==> config.mk <==
export PLATFORM = sky130hd
export DESIGN_NAME = byte_ring_buffer_frame_finder
export DESIGN_NICKNAME = d
export VERILOG_FILES = /design/src/rtl/brbff_pkg.sv /design/src/rtl/brbff_mem.sv /design/src/rtl/brbff_ctrl.sv /design/src/rtl/byte_ring_buffer_frame_finder.sv
export SDC_FILE = /design/constraint.sdc
export NUM_CORES = 2
export LEC_CHECK = 0
export BUFFER_PORTS_ARGS = -buffer_cell sky130_fd_sc_hd__clkbuf_2
export CAP_MARGIN = 20
export CORE_MARGIN = 2
export CORE_UTILIZATION = 65
export CTS_CLUSTER_SIZE = 8
export DETAILED_ROUTE_END_ITERATION = 6
export PLACE_DENSITY = 0.81
export SLEW_MARGIN = 0
export SYNTH_ARGS = -nofsm -noshare
export SYNTH_HDL_FRONTEND = slang
export SYNTH_SLANG_ARGS = --single-unit
==> constraint.sdc <==
create_clock -name clk -period 23.1 [get_ports clk]
set_input_delay 4.62 -clock clk [delete_from_list [all_inputs] [get_ports clk]]
set_output_delay 4.62 -clock clk [all_outputs]
set_load 0.005 [all_outputs]
==> src/rtl/brbff_pkg.sv <==
// Shared types and constants for the byte ring buffer with frame header search.
// Used by the controller, the byte store and the top level. No dependencies.
package brbff_pkg;

  localparam int IDX_W = 8;

  localparam logic [2:0] MODE_PUSH  = 3'd0;
  localparam logic [2:0] MODE_POP   = 3'd1;
  localparam logic [2:0] MODE_FIND  = 3'd2;
  localparam logic [2:0] MODE_FLUSH = 3'd3;
  localparam logic [2:0] MODE_CLEAR = 3'd4;

  localparam logic REG_BUF_SIZE = 1'b0;
  localparam logic REG_DATA_W   = 1'b1;

  localparam logic [7:0] HDR_FIRST  = 8'h55;
  localparam logic [7:0] HDR_SECOND = 8'hAA;
  localparam logic [3:0] DATA_W7    = 4'd7;
  localparam logic [7:0] MIN_FIND   = 8'd5;
  localparam logic [6:0] FIND_START = 7'd3;

  typedef struct packed {
    logic [2:0] mode;
    logic [7:0] push_byte;
    logic [6:0] pop_count;
  } cmd_t;

  typedef struct packed {
    logic [7:0] out_byte;
    logic       has_byte;
    logic       out_last;
    logic [7:0] found_offset;
    logic [7:0] fill_level;
  } result_t;

  typedef struct packed {
    logic             we;
    logic [IDX_W-1:0] waddr;
    logic [7:0]       wdata;
    logic [IDX_W-1:0] raddr;
  } mem_req_t;

endpackage

==> src/rtl/brbff_mem.sv <==
// Byte store: one write port, one read port, registered read data.
// Depends on brbff_pkg for the request struct.
module brbff_mem import brbff_pkg::*; #(
  parameter int MEM_DEPTH = 256
) (
  input  logic       clk,
  input  mem_req_t   req,
  output logic [7:0] rdata
);

  localparam int AW = $clog2(MEM_DEPTH);

  logic [7:0] store [MEM_DEPTH];

  always_ff @(posedge clk) begin
    if (req.we) begin
      store[req.waddr[AW-1:0]] <= req.wdata;
    end
    rdata <= store[req.raddr[AW-1:0]];
  end

endmodule

==> src/rtl/brbff_ctrl.sv <==
// Sequencer: indices, configuration, command decode, pop and header scan walks.
// Depends on brbff_pkg; drives the byte store through a mem_req_t.
module brbff_ctrl import brbff_pkg::*; #(
  parameter int SLOT_LIMIT = 256,
  parameter int MAX_BURST  = 64
) (
  input  logic       clk,
  input  logic       rst,
  input  logic       start,
  input  cmd_t       cmd,
  output logic       busy,
  input  logic       cfg_we,
  input  logic       cfg_index,
  input  logic [8:0] cfg_data,
  output mem_req_t   mem_req,
  input  logic [7:0] mem_rdata,
  output logic       strobe,
  output result_t    result
);

  localparam logic [8:0] SLOT_MAX = 9'(SLOT_LIMIT);
  localparam logic [6:0] BURST    = 7'(MAX_BURST);

  typedef enum logic [3:0] {
    ST_IDLE = 4'b0001,
    ST_POP  = 4'b0010,
    ST_FIND = 4'b0100,
    ST_FIN  = 4'b1000
  } state_t;

  state_t           state;
  logic [IDX_W-1:0] widx, ridx, addr;
  logic [8:0]       slots;
  logic             seven;
  logic [6:0]       rem;
  logic             pv, plast;
  logic             fv, prev55;
  logic [8:0]       k, fk;
  logic [7:0]       len_q;
  logic [7:0]       found;
  logic [7:0]       held_now;
  logic [6:0]       cnt_lim, pop_n;

  function automatic logic [8:0] clamp_slots(input logic [8:0] v);
    if (v < 9'd2) return 9'd2;
    else if (v > SLOT_MAX) return SLOT_MAX;
    else return v;
  endfunction

  function automatic logic [7:0] held(input logic [7:0] w, input logic [7:0] r,
                                      input logic [8:0] s);
    logic [8:0] t;
    t = {1'b0, w} + s - {1'b0, r};
    if (r == w) return 8'd0;
    else if (r < w) return w - r;
    else return t[7:0];
  endfunction

  function automatic logic [7:0] inc(input logic [7:0] v, input logic [8:0] s);
    logic [8:0] t;
    t = {1'b0, v} + 9'd1;
    return (t == s) ? 8'd0 : t[7:0];
  endfunction

  // n stays below s, so one subtract folds the sum back
  function automatic logic [7:0] adv(input logic [7:0] v, input logic [6:0] n,
                                     input logic [8:0] s);
    logic [8:0] t;
    logic [8:0] u;
    t = {1'b0, v} + {2'b00, n};
    u = t - s;
    return (t >= s) ? u[7:0] : t[7:0];
  endfunction

  assign held_now = held(widx, ridx, slots);
  assign cnt_lim  = (cmd.pop_count > BURST) ? BURST : cmd.pop_count;
  assign pop_n    = ({1'b0, held_now} < {2'b00, cnt_lim}) ? held_now[6:0] : cnt_lim;

  // beats still in the read pipe keep busy up
  assign busy = (state != ST_IDLE) || pv;

  always_comb begin
    mem_req.we    = start && !busy && (cmd.mode == MODE_PUSH);
    mem_req.waddr = widx;
    mem_req.wdata = seven ? {1'b0, cmd.push_byte[6:0]} : cmd.push_byte;
    mem_req.raddr = addr;
  end

  always_ff @(posedge clk) begin
    if (rst) begin
      state  <= ST_IDLE;
      widx   <= '0;
      ridx   <= '0;
      slots  <= SLOT_MAX;
      seven  <= 1'b0;
      strobe <= 1'b0;
      pv     <= 1'b0;
      fv     <= 1'b0;
    end else begin
      strobe <= 1'b0;
      pv     <= 1'b0;
      fv     <= 1'b0;

      if (cfg_we) begin
        unique case (cfg_index)
          REG_BUF_SIZE: begin
            slots <= clamp_slots(cfg_data);
            widx  <= '0;
            ridx  <= '0;
          end
          REG_DATA_W: seven <= (cfg_data[3:0] == DATA_W7);
          default: ;
        endcase
      end

      if (pv) begin
        strobe <= 1'b1;
        result <= '{out_byte: mem_rdata, has_byte: 1'b1, out_last: plast,
                    found_offset: 8'd0, fill_level: held_now};
      end

      unique case (state)
        ST_IDLE: begin
          if (start && !busy) begin
            found <= 8'd0;
            state <= ST_FIN;
            priority case (cmd.mode)
              MODE_PUSH: widx <= inc(widx, slots);
              MODE_POP: begin
                if (pop_n != 7'd0) begin
                  addr  <= ridx;
                  rem   <= pop_n;
                  ridx  <= adv(ridx, pop_n, slots);
                  state <= ST_POP;
                end
              end
              MODE_FIND: begin
                if (held_now >= MIN_FIND) begin
                  addr   <= adv(ridx, FIND_START, slots);
                  k      <= {2'b00, FIND_START};
                  len_q  <= held_now;
                  prev55 <= 1'b0;
                  state  <= ST_FIND;
                end
              end
              MODE_FLUSH: ridx <= widx;
              MODE_CLEAR: begin
                widx <= '0;
                ridx <= '0;
              end
              default: ;
            endcase
          end
        end
        ST_POP: begin
          pv    <= 1'b1;
          plast <= (rem == 7'd1);
          addr  <= inc(addr, slots);
          rem   <= rem - 7'd1;
          if (rem == 7'd1) state <= ST_IDLE;
        end
        ST_FIND: begin
          // reads run one ahead; reads past the end are dropped
          fv   <= 1'b1;
          fk   <= k;
          k    <= k + 9'd1;
          addr <= inc(addr, slots);
          if (fv) begin
            prev55 <= (mem_rdata == HDR_FIRST);
            if (prev55 && (mem_rdata == HDR_SECOND)) begin
              found <= 8'(fk - 9'd1);
              state <= ST_FIN;
            end else if (fk == {1'b0, len_q} - 9'd1) begin
              state <= ST_FIN;
            end
          end
        end
        ST_FIN: begin
          strobe <= 1'b1;
          result <= '{out_byte: 8'd0, has_byte: 1'b0, out_last: 1'b1,
                      found_offset: found, fill_level: held_now};
          state  <= ST_IDLE;
        end
        default: state <= ST_IDLE;
      endcase
    end
  end

endmodule

==> src/rtl/byte_ring_buffer_frame_finder.sv <==
// Byte ring buffer with header search. Push, flush, clear, empty pop, short find: one
// result, from the FIN state; the next command can be taken while it is shown. Pop of
// n bytes: beats pass the POP state, store read register and result register, one beat
// per cycle (one store read each); the next command can be taken at the edge of the
// last beat. Find: one stored byte read per cycle. Results cannot be stalled.
// Synchronous reset: indices zero, size 256 (capped at DEPTH), 8-bit data; store kept.
module byte_ring_buffer_frame_finder import brbff_pkg::*; #(
  parameter int DEPTH     = 256,
  parameter int MAX_BURST = 64
) (
  input  logic       clk,
  input  logic       rst,
  input  logic       start,
  input  cmd_t       cmd,
  output logic       busy,
  input  logic       cfg_we,
  input  logic       cfg_index,
  input  logic [8:0] cfg_data,
  output logic       strobe,
  output result_t    result
);

  localparam int SLOT_LIMIT = (DEPTH < 256) ? DEPTH : 256;

  mem_req_t   mem_req;
  logic [7:0] mem_rdata;

  brbff_ctrl #(
    .SLOT_LIMIT (SLOT_LIMIT),
    .MAX_BURST  (MAX_BURST)
  ) u_ctrl (
    .clk       (clk),
    .rst       (rst),
    .start     (start),
    .cmd       (cmd),
    .busy      (busy),
    .cfg_we    (cfg_we),
    .cfg_index (cfg_index),
    .cfg_data  (cfg_data),
    .mem_req   (mem_req),
    .mem_rdata (mem_rdata),
    .strobe    (strobe),
    .result    (result)
  );

  brbff_mem #(
    .MEM_DEPTH (SLOT_LIMIT)
  ) u_mem (
    .clk   (clk),
    .req   (mem_req),
    .rdata (mem_rdata)
  );

endmodule

==> metrics <==
ys flop type edfxtp_1; XOR/XNOR Fraction of Synth Area less than 1%; Worst Hold Class reg -> reg; slew of the pin with the lowest slew margin 1.33 ns; Pint 7.31 mW; post-synthesis net count ~4200; min Tclk post-route 10.10 ns; Post-CTS Repair Setup Buffers 0; mux contribution to synthesized area 17.8%; Cell Area, Synth 87200 um2; IO buf count 59; Avg Cell Area, Syn about 21 um2; Critical Path Start Type primary input; Seq/Total Area, Yosys 74.1%; endpoints failing hold 0; DRC 0; final net count 4481; status finished clean; global-route wire length before repair between 300000 and 400000 um; Die ar. 137000 um2; RSZ-0062 raised after global routing false; initial antenna violation count 14; DRT Wirelength 238000 um; die width 370 um; HPWL after DPL 120000 um; share of power burned in registers 45.5%; count of filler cells inserted in the layout just under 7000; post-synthesis async set-or-reset flop share 0%; WS Path Type in -> reg; Post-CTS Resized 0; Clock Skews 0.0632 ns; I/O pin count 60; Critical Path Max Stage Delay 0.44 ns; pwr dens 98.4 nW/um2; drt wl/cell 38.4 um; CTS tree built; Switching Share 24.1%; via count 46201; Synth top area share 73.2%; vias per inst between 7 and 8; top post-synthesis cells by area edfxtp_1 73%, mux4_2 18%, nor2_1 1.5%; Clk Latency, worst-skew pair a little over 0.9 ns; CTS buffer count 320; Pwr Total just under 10 mW; nature of the critical path endpoint register; Initial Utilization 65.4%; share of cells above drive strength 1 a little over a quarter; simple-gate share of the synthesized area under 10%; final worst-path cycle share 43.7%; Logic pwr share 11.7%; FMAX 99.0 MHz; Total GRT Usage 35.5%; largest net degree at the start of global routing between 200 and 300; Layout area overhead 12.4%; vias in the first global route 46600; WP data required between 20 and 25 ns; Synth Area in Compound Gates ~1.5%; post-synthesis cell type count 72; GR Layer Usage met2 56.5%; routability cong. 0.881; Synth Area in Adders approximately 1.1%; clock sink total approximately 2200; Max Cap Violations 0; synth warn 0; Psw approximately 2.3 mW; max-slew violations 0; Die Y roughly 370 um; Syn Inst Count 4149; Leak 30.8 nW; hold slack 0.496 ns; max_slew headroom 11.6%; CP most frequent cell o21ai_0; GRT overflow 0; final setup fails 0; synthesis-stage register bit count 2166; Pre-antenna DRT Iters 6; H-tree Lvls 5; DRT iter0 DRCs approximately 7400; cts hold-fix bufs 0; Most Crowded Layer GR met2; Root Buffer clkbuf_16; post-synth top area cell edfxtp_1; grt met3 use 8.51%; Post-synth EDFFs 2125; GR met1 Demand/Resource between 40% and 50%; Row Count 134; Core ar. 133000 um2; clk buf depth 4; slowest CP cell or3_1; remaining antenna violation count 0; WP data arrival 10.89 ns; TNS Setup 0 ns; largest family of logic cells by synthesized area multiplexers; Crit Path Max Fanout 12; Clock transition at path regs roughly 0.050 ns; Worst VDD drop between 60 and 70 uV; clock share of power 42.8%
-- per-stage QoR --
step	cell area (um2)	util (%)	instances	worst slack (ns)
3_3_place_gp	89500	67.1	5819	12.48
3_5_place_dp	89500	67.1	5820	12.23
6_report	98000	73.5	6189	13.00
4_1_cts	97800	73.4	6175	13.13
5_1_grt	98000	73.5	6182	12.29
2_1_floorplan	87200	-	4149	10.88
-- Yosys cell counts, types with 6 or more instances --
cell	count
clkbuf_1	130
buf_1	34
nor4b_1	7
a22oi_1	6
mux4_2	680
nor2_1	354
mux2i_1	10
xor2_1	30
nand3_1	49
a21o_1	8
a311oi_1	7
xnor2_1	56
o21ai_0	57
and2_1	11
nor3b_1	8
and3_1	11
nand2_1	83
nor3_1	29
a211oi_1	9
or2_2	6
buf_2	50
o31ai_1	6
edfxtp_1	2125
inv_1	71
nor4_1	10
nor2b_1	20
nand2b_1	10
mux2_2	6
a21oi_1	54
nand4_1	12
fa_1	11
dfxtp_1	41
ha_1	57
-- power by group through the flow --
| stage | clock (mW) | sequential (mW) | combinational (mW) |
|---|---|---|---|
| global placement | 0 | 4.46 | 1.06 |
| floorplan | 0 | 4.45 | 0.766 |
| finish | 4.12 | 4.39 | 1.13 |
| detailed placement | 0 | 4.46 | 1.08 |
| CTS | 4.13 | 4.39 | 1.11 |
| global route | 4.27 | 4.38 | 1.20 |
-- area by class of cell --
type / count / area (um2) / area share (%)
diodes: 7 / 17.5 / 0.0179
clock buffers: 349 / 8290 / 8.46
clock inverters: 6 / 55.1 / 0.0562
inverters: 71 / 267 / 0.272
multi-input cells: 1692 / 21500 / 21.9
flip-flops and latches: 2166 / 64600 / 66.0
well taps: 1768 / 2210 / 2.26
repair buffers: 130 / 1050 / 1.07
-- kinds of logic after synthesis --
| family | Yosys count |
|---|---|
| AO/OA/AOI/OAI | 204 |
| XOR/XNOR | 86 |
| adder cells (fa/ha/maj) | 68 |
| buffers and inverters | 291 |
| flip-flops | 2166 |
| multiplexers | 696 |
| AND/OR/NAND/NOR | 638 |
-- worst paths after layout --
kind / slack [ns] / end / cells past startpoint / startpoint
hold reg to reg: 0.50 / u_ctrl.fk[8] / 0 / u_ctrl.k[8]
setup / recovery: 13.00 / u_ctrl.ridx[6] / 29 / cmd[6]
hold / removal: 0.50 / u_ctrl.fk[8] / 0 / u_ctrl.k[8]
setup reg to reg: 14.03 / u_ctrl.ridx[6] / 35 / u_ctrl.widx[2]
-- routing by layer --
metal / wire length [um] / vias to the layer above
met5: 168 / -
met3: 26300 / 779
met2: 117000 / 3888
met4: 13400 / 20
li1: - / 17537
met1: 80800 / 23977
-- sequential cells by signal (all words and copies together) (netlist names) --
| register | cells |
|---|---|
| u_mem.store | 2048 |
| u_ctrl.result | 26 |
| u_ctrl.fk | 9 |
| u_ctrl.k | 9 |
| u_ctrl.slots | 9 |
| u_ctrl.addr | 8 |
| u_ctrl.found | 8 |
| u_ctrl.len_q | 8 |
| u_ctrl.ridx | 8 |
| u_ctrl.widx | 8 |
| u_mem.rdata | 8 |
| u_ctrl.rem | 7 |
| u_ctrl.state | 4 |
| u_ctrl.fv | 1 |
| u_ctrl.plast | 1 |
| u_ctrl.prev55 | 1 |
| u_ctrl.pv | 1 |
| u_ctrl.seven | 1 |
| u_ctrl.strobe | 1 |
-- placed cells by master, fill, tap and decap left out, drive strengths merged, types with 20 or more instances in the layout --
cell type,n
a21oi,56
buf,71
clkbuf,408
dfxtp,41
edfxtp,2125
ha,57
inv,75
mux4,680
nand2,83
nand3,49
nor2,354
nor2b,20
nor3,31
o21ai,58
xnor2,56
xor2,30
-- critical path: cells and delay by family --
family	cells	cell delay (ns)
muxes	1	0.37
AOI/OAI and AO/OA	11	2.20
adders and majority gates	4	1.20
and+or+nand+nor	10	2.17
buffers and inverters	3	0.33
(Power assumes the default switching activity.)
